**src/rtl/cqws_pkg.sv**
```systemverilog
`default_nettype none

package cqws_pkg;

	// operation codes
	localparam logic [1:0] OP_ENQ  = 2'd0;
	localparam logic [1:0] OP_DEQ  = 2'd1;
	localparam logic [1:0] OP_SWAP = 2'd2;

	// status codes
	localparam logic [2:0] ST_OK    = 3'd0;
	localparam logic [2:0] ST_EMPTY = 3'd1;
	localparam logic [2:0] ST_FULL  = 3'd2;
	localparam logic [2:0] ST_FEW   = 3'd3;
	localparam logic [2:0] ST_RANGE = 3'd4;

	// request payload
	typedef struct packed {
		logic [1:0]         op;
		logic signed [31:0] value;
		logic [3:0]         queue_position;
		logic [3:0]         steps_forward;
	} in_item_t;

	// result payload
	typedef struct packed {
		logic signed [31:0] data;
		logic [2:0]         status;
		logic [3:0]         occupancy;
	} out_item_t;

endpackage

`default_nettype wire

```
**src/rtl/circular_queue_with_swap_core.sv**
```systemverilog
`default_nettype none
// Enqueue, unused op and any error go from the exec step to the finish step; dequeue adds a read step.
// For a swap, the partner offset is first reduced modulo the occupancy by
// repeated compare-and-subtract (up to 8 subtractions when two entries are held), then two
// reads and two writes go through the single-read, single-write slot memory.
// One request at a time: the next is taken once the sequencer is idle again.
// Reset clears head, tail, count, sequencer and output valid; slot contents stay undefined.
module circular_queue_with_swap_core #(
	parameter int DEPTH = 16
) (
	input  wire                        clk,
	input  wire                        arst_n,
	input  wire                        in_valid,
	output logic                       in_ready,
	input  wire cqws_pkg::in_item_t    in_item,
	output logic                       out_valid,
	input  wire                        out_ready,
	output cqws_pkg::out_item_t        out_item
);

	localparam int PW = (DEPTH > 1) ? $clog2(DEPTH) : 1;
	localparam int SW = (PW > 5) ? PW : 5;

	typedef enum logic [2:0] {
		S_IDLE,
		S_EXEC,
		S_DEQ,
		S_MOD,
		S_ADDR_A,
		S_ADDR_B,
		S_SW_A,
		S_FINISH
	} state_t;

	state_t                state_q;
	cqws_pkg::in_item_t    req_q;
	cqws_pkg::out_item_t   out_q;
	logic                  out_valid_q;
	logic [PW-1:0]         head_q;
	logic [PW-1:0]         tail_q;
	logic [PW-1:0]         count_q;
	logic [4:0]            r_q;
	logic [PW-1:0]         a_q;
	logic [PW-1:0]         b_q;
	logic [31:0]           t_q;
	logic [31:0]           res_data_q;
	logic [2:0]            res_status_q;

	// slot memory
	logic [31:0]           mem_q [DEPTH];
	logic [31:0]           rdata_q;
	logic                  mem_we;
	logic [PW-1:0]         mem_waddr;
	logic [31:0]           mem_wdata;
	logic [PW-1:0]         mem_raddr;

	// shared slot mapping and modulo step
	logic [4:0]            slot_off;
	logic [PW:0]           slot_sum;
	logic [PW-1:0]         slot_calc;
	logic [SW-1:0]         r_ext;
	logic [SW-1:0]         cnt_ext;
	logic [SW-1:0]         qpos_ext;
	logic                  r_ge_cnt;
	logic [PW-1:0]         head_next;
	logic [PW-1:0]         tail_next;

	assign in_ready  = (state_q == S_IDLE);
	assign out_valid = out_valid_q;
	assign out_item  = out_q;

	// queue position to slot, one wrap at most
	always_comb begin
		slot_off = (state_q == S_ADDR_B) ? r_q : {1'b0, req_q.queue_position};
		slot_sum = {1'b0, head_q} + (PW+1)'(slot_off);
		if (slot_sum >= (PW+1)'(DEPTH)) begin
			slot_sum = slot_sum - (PW+1)'(DEPTH);
		end
		slot_calc = slot_sum[PW-1:0];
	end

	// compare and subtract for the partner offset
	assign r_ext    = SW'(r_q);
	assign cnt_ext  = SW'(count_q);
	assign qpos_ext = SW'(req_q.queue_position);
	assign r_ge_cnt = (r_ext >= cnt_ext);

	assign head_next = (head_q == PW'(DEPTH - 1)) ? '0 : head_q + PW'(1);
	assign tail_next = (tail_q == PW'(DEPTH - 1)) ? '0 : tail_q + PW'(1);

	// memory port selection
	always_comb begin
		mem_we    = 1'b0;
		mem_waddr = tail_q;
		mem_wdata = req_q.value;
		mem_raddr = head_q;
		case (state_q)
			S_EXEC: begin
				mem_we = (req_q.op == cqws_pkg::OP_ENQ) && (count_q != PW'(DEPTH - 1));
			end
			S_ADDR_A, S_ADDR_B: begin
				mem_raddr = slot_calc;
			end
			S_SW_A: begin
				mem_we    = 1'b1;
				mem_waddr = a_q;
				mem_wdata = rdata_q;
			end
			S_FINISH: begin
				mem_we    = (req_q.op == cqws_pkg::OP_SWAP) && (res_status_q == cqws_pkg::ST_OK);
				mem_waddr = b_q;
				mem_wdata = t_q;
			end
			default: begin
				mem_we = 1'b0;
			end
		endcase
	end

	always_ff @(posedge clk) begin
		if (mem_we) begin
			mem_q[mem_waddr] <= mem_wdata;
		end
		rdata_q <= mem_q[mem_raddr];
	end

	// sequencer
	always_ff @(posedge clk or negedge arst_n) begin
		if (!arst_n) begin
			state_q      <= S_IDLE;
			req_q        <= '0;
			out_q        <= '0;
			out_valid_q  <= 1'b0;
			head_q       <= '0;
			tail_q       <= '0;
			count_q      <= '0;
			r_q          <= '0;
			a_q          <= '0;
			b_q          <= '0;
			t_q          <= '0;
			res_data_q   <= '0;
			res_status_q <= cqws_pkg::ST_OK;
		end else begin
			// the finish step sets valid itself when it hands over a result
			if (out_valid_q && out_ready && (state_q != S_FINISH)) begin
				out_valid_q <= 1'b0;
			end
			case (state_q)
				S_IDLE: begin
					if (in_valid) begin
						req_q   <= in_item;
						state_q <= S_EXEC;
					end
				end
				S_EXEC: begin
					res_data_q   <= '0;
					res_status_q <= cqws_pkg::ST_OK;
					state_q      <= S_FINISH;
					case (req_q.op)
						cqws_pkg::OP_ENQ: begin
							if (count_q == PW'(DEPTH - 1)) begin
								res_status_q <= cqws_pkg::ST_FULL;
							end else begin
								tail_q  <= tail_next;
								count_q <= count_q + PW'(1);
							end
						end
						cqws_pkg::OP_DEQ: begin
							if (count_q == '0) begin
								res_status_q <= cqws_pkg::ST_EMPTY;
							end else begin
								state_q <= S_DEQ;
							end
						end
						cqws_pkg::OP_SWAP: begin
							if (cnt_ext < SW'(2)) begin
								res_status_q <= cqws_pkg::ST_FEW;
							end else if (qpos_ext >= cnt_ext) begin
								res_status_q <= cqws_pkg::ST_RANGE;
							end else begin
								r_q     <= {1'b0, req_q.queue_position} +
								           {1'b0, req_q.steps_forward};
								state_q <= S_MOD;
							end
						end
						default: begin
							res_status_q <= cqws_pkg::ST_OK;
						end
					endcase
				end
				S_DEQ: begin
					res_data_q <= rdata_q;
					head_q     <= head_next;
					count_q    <= count_q - PW'(1);
					state_q    <= S_FINISH;
				end
				S_MOD: begin
					if (r_ge_cnt) begin
						r_q <= 5'(r_ext - cnt_ext);
					end else begin
						state_q <= S_ADDR_A;
					end
				end
				S_ADDR_A: begin
					a_q     <= slot_calc;
					state_q <= S_ADDR_B;
				end
				S_ADDR_B: begin
					b_q     <= slot_calc;
					t_q     <= rdata_q;
					state_q <= S_SW_A;
				end
				S_SW_A: begin
					state_q <= S_FINISH;
				end
				S_FINISH: begin
					if (!out_valid_q || out_ready) begin
						out_q.data      <= res_data_q;
						out_q.status    <= res_status_q;
						out_q.occupancy <= 4'(count_q);
						out_valid_q     <= 1'b1;
						state_q         <= S_IDLE;
					end
				end
				default: begin
					state_q <= S_IDLE;
				end
			endcase
		end
	end

`ifndef SYNTHESIS
	// occupancy never passes one short of the depth
	assert property (@(posedge clk) disable iff (!arst_n)
		count_q <= PW'(DEPTH - 1))
		else $error("entry count past capacity");

	// a taken request closes the request side at once
	assert property (@(posedge clk) disable iff (!arst_n)
		in_valid && in_ready |=> !in_ready)
		else $error("request side open while busy");

	// count drops only on a completed dequeue
	assert property (@(posedge clk) disable iff (!arst_n)
		count_q < $past(count_q) |-> $past(state_q == S_DEQ))
		else $error("count dropped outside dequeue");

	// a new result only leaves the finish step
	assert property (@(posedge clk) disable iff (!arst_n)
		$rose(out_valid_q) |-> $past(state_q == S_FINISH))
		else $error("result raised outside finish");
`endif

endmodule

`default_nettype wire

```
**config.mk**
```make
export PLATFORM = sky130hd
export DESIGN_NAME = circular_queue_with_swap_core
export DESIGN_NICKNAME = d
export VERILOG_FILES = /design/src/rtl/cqws_pkg.sv /design/src/rtl/circular_queue_with_swap_core.sv
export SDC_FILE = /design/constraint.sdc
export NUM_CORES = 1
export LEC_CHECK = 0
export BUFFER_PORTS_ARGS = -buffer_cell sky130_fd_sc_hd__buf_2
export CAP_MARGIN = 20
export CORE_MARGIN = 2
export CORE_UTILIZATION = 60
export CTS_CLUSTER_DIAMETER = 60
export DETAILED_ROUTE_END_ITERATION = 7
export PLACE_DENSITY = 0.84
export SYNTH_ARGS = -nofsm -noshare
export SYNTH_HDL_FRONTEND = slang
export SYNTH_SLANG_ARGS = --single-unit
```
**constraint.sdc**
```tcl
create_clock -name clk -period 9 [get_ports clk]
set_input_delay 0.45 -clock clk [delete_from_list [all_inputs] [get_ports clk]]
set_output_delay 0.45 -clock clk [all_outputs]
set_load 0.01 [all_outputs]
```
==> metrics <==
slew at the pin with the worst max-slew slack roughly 1.2 ns; final hold violation count 0; Synth Area per Inst approximately 13 µm²; unrepaired setup endpoints after global routing no; type of destination of the critical path flop; Crit path required time about 9.5 ns; Crit path buffers/inverters 4; power density normalized to cell area 404 nW/µm²; Post-synth EDFFs about 510; detailed-routing iteration count for the pre-antenna-repair pass 5; area of the die just under 60000 µm²; number of placement rows 87; number of I/O port buffers 86; TritonCTS buffer count between 70 and 80; run status finished clean; filler-free cell count of the finished design 3513; slowest stage delay, CP approximately 0.86 ns; All-Layer GR Usage 28.0%; drt wl/cell ~24 µm; Bufs on Longest Clock Path 3; placed instance count 3378; clock tree from TritonCTS done; most prevalent standard cell on the critical path sky130_fd_sc_hd__buf_4; final critical path time including I/O delays and setup 4.95 ns; clk_lat worst skew slightly above 0.6 ns; initial core utilization about three fifths; DP Wirelength approximately 44000 µm; Routed WL 84300 µm; register clock-pin slew on the reported worst setup and hold paths 0.06 ns; Resize count post-CTS 0; max-slew violations 0; area added between synthesis and finish 10.0%; netlist area before placement 34500 µm²; yosys warns 0; pin count of the biggest net entering global routing roughly 260; maximum level of the CTS H-tree 3; CP Class flop to flop; Post-Synthesis Cells 2702; Rel. slew slack a little over a fifth; most frequently used flop master after synthesis sky130_fd_sc_hd__edfxtp_1; number of nets with antenna violations after routing 0; fillers between 3000 and 4000; number of global-route vias before repair 23400; chip width 244 µm; Vert. Die Dim 244 µm; Final Wtd Congestion 0.851; final setup vio count 0; worst min path class input pin to flop; distinct cell type count after synthesis 48; Static Leakage 14.4 nW; post-layout power ~15 mW; FF+latch count, synth about 720; Critical Path Slowest Stage Cell sky130_fd_sc_hd__buf_4; Final period util about 55%; buffer cell driving the clock tree root sky130_fd_sc_hd__clkbuf_16; total via count after detailed routing 23200; initial antenna violation count 0; overflow left after global routing 0; # clock sinks between 700 and 800; commonest non-fill, non-tap cell in the layout sky130_fd_sc_hd__edfxtp_1; antenna diode count 0; remaining design rule violation count 0; detail-routed via count per cell approximately 6.6; cell type group with the largest total delay on the critical path buffers and inverters; Mapped Nets about 2800; Std-Cell Core Area ~57000 µm²; number of I/O pins 87; commonest cells after routing, fill and taps aside sky130_fd_sc_hd__edfxtp_1, sky130_fd_sc_hd__mux2i_1, sky130_fd_sc_hd__nand2_1; final core utilization roughly two thirds; final net count roughly 2800; max-cap check violation count 0; fraction of the yosys area taken by sequential cells a little under 60%; launching element type of the critical path flop; arrival time at the worst endpoint approximately 5.5 ns; FFs w/ async S/R, synth between 20% and 30%; Total Neg Setup Slack 0 ns; share of post-route cells with drive strength above 1 16.2%; maximum frequency from static timing analysis roughly 200 MHz; critical-path maximum fanout between 200 and 300; final setup skew ~0.033 ns; worst path cell trace inv_1 -> ha_1 -> o21ai_4 -> buf_12 -> buf_4 -> buf_4 -> o21ai_0 -> a2111oi_0 -> a211o_1; iteration-0 DRC count of the detailed router roughly 2300; largest voltage drop on the vdd net roughly 1500 µV; global-route wire length before repair ~130000 µm
[where the power goes]
part / switching, mW / total [mW] / internal, mW
clock: 1.24 / 2.99 / 1.75
combinational: 4.38 / 7.12 / 2.73
sequential: 0.513 / 5.23 / 4.72
[worst reg2reg max path: stages, from the launching register on]
cell                        delay (ns)
sky130_fd_sc_hd__dfrtp_1          0.41
sky130_fd_sc_hd__inv_1            0.09
sky130_fd_sc_hd__ha_1             0.34
sky130_fd_sc_hd__o21ai_4          0.29
sky130_fd_sc_hd__buf_12           0.70
sky130_fd_sc_hd__buf_4            0.98
sky130_fd_sc_hd__buf_4            0.96
sky130_fd_sc_hd__o21ai_0          0.27
sky130_fd_sc_hd__a2111oi_0        0.64
sky130_fd_sc_hd__a211o_1          0.20
[synthesized netlist by cell type (all sizes together), types with 3 or more instances]
cell type    n  share of area (%)
edfxtp     512                 45
mux2i      419                 12
nand2      294                3.2
a21oi      213                3.1
mux2       185                6.0
dfrtp      177                 13
clkbuf     147                1.6
nor2b      135                2.4
a211oi     130                2.8
o21ai       83                1.2
a2111oi     66                1.7
buf         57               0.83
a22oi       38               0.83
a22o        35               0.89
a211o       32               0.81
dfxtp       32                1.9
nor2        32               0.35
ha          28                1.0
inv         22               0.24
xnor2       10               0.31
a21o         8               0.17
nand2b       7               0.13
and2         4              0.072
fa           4               0.23
nor3         4              0.058
nand4        3              0.054
o31ai        3              0.065
[area by class of cell]
cell class / count / area [µm²] / share of cell area (%)
Timing Repair Buffer: 127 / 822 / 2.16
Clock buffer: 103 / 2070 / 5.45
Tap cell: 756 / 946 / 2.49
Multi-Input combinational cell: 1755 / 13400 / 35.2
Inverter: 22 / 82.6 / 0.217
Sequential cell: 721 / 20400 / 53.8
Clock inverter: 29 / 272 / 0.714
[routing by layer]
layer | GRT usage [%] | routed length (µm) | up-vias
met5 | 0 | 0 | -
met4 | 12.2 | 2960 | 0
met3 | 4.38 | 7570 | 229
met2 | 47.3 | 41400 | 1169
met1 | 36.1 | 32300 | 11600
li1 | - | - | 10200
[path summary, 6_finish.rpt]
path / endpoint / from / slack, ns / cells after the start
worst max register to register: rdata_q[10]$_DFF_P_ / state_q[1]$_DFFE_PN0P_ / 4.05 / 9
min in group asynchronous: res_data_q[5]$_DFFE_PN0P_ / arst_n / 0.42 / 2
worst min register to register: b_q[3]$_DFFE_PN0N_ / b_q[3]$_DFFE_PN0N_ / 0.50 / 2
max in group asynchronous: head_q[1]$_DFFE_PN0P_ / arst_n / 6.65 / 4
worst min-delay path: req_q[20]$_DFFE_PN0P_ / in_item[20] / 0.06 / 2
worst max-delay path: rdata_q[10]$_DFF_P_ / state_q[1]$_DFFE_PN0P_ / 4.05 / 9
[state kept, by name, indices dropped and copies added (netlist names), 5 cells and up]
register	flops
rdata_q	32
res_data_q	32
out_item	39
req_q	38
mem_q	512
t_q	32
r_ext	5
[metrics by stage]
stage / setup WS (ns) / hold WS (ns) / instance area [µm²]
finish: 4.05 / 0.0608 / 38000
global route: 3.74 / 0.0618 / 38000
CTS: 3.68 / 0.0402 / 38000
detailed placement: 3.68 / 0.479 / 35600
global placement: 3.93 / 0.469 / 35600
floorplan: 5.20 / 0.154 / 34500
[cells by family after synthesis]
family | synth area share, %
compound gates | 11.9
buf+inv | 2.67
fa+ha+maj | 1.25
xor+xnor | 0.359
flops | 59.2
simple gates | 6.45
mux | 18.2
[what timing repair did]
action | CTS | global route
endpoints found under the setup margin | 0 | 0
buffers inserted | 0 | 0
hold buffers | 1 | 0
endpoints found under the hold margin | 65 | 0
Power figures use the tool's default switching activity.
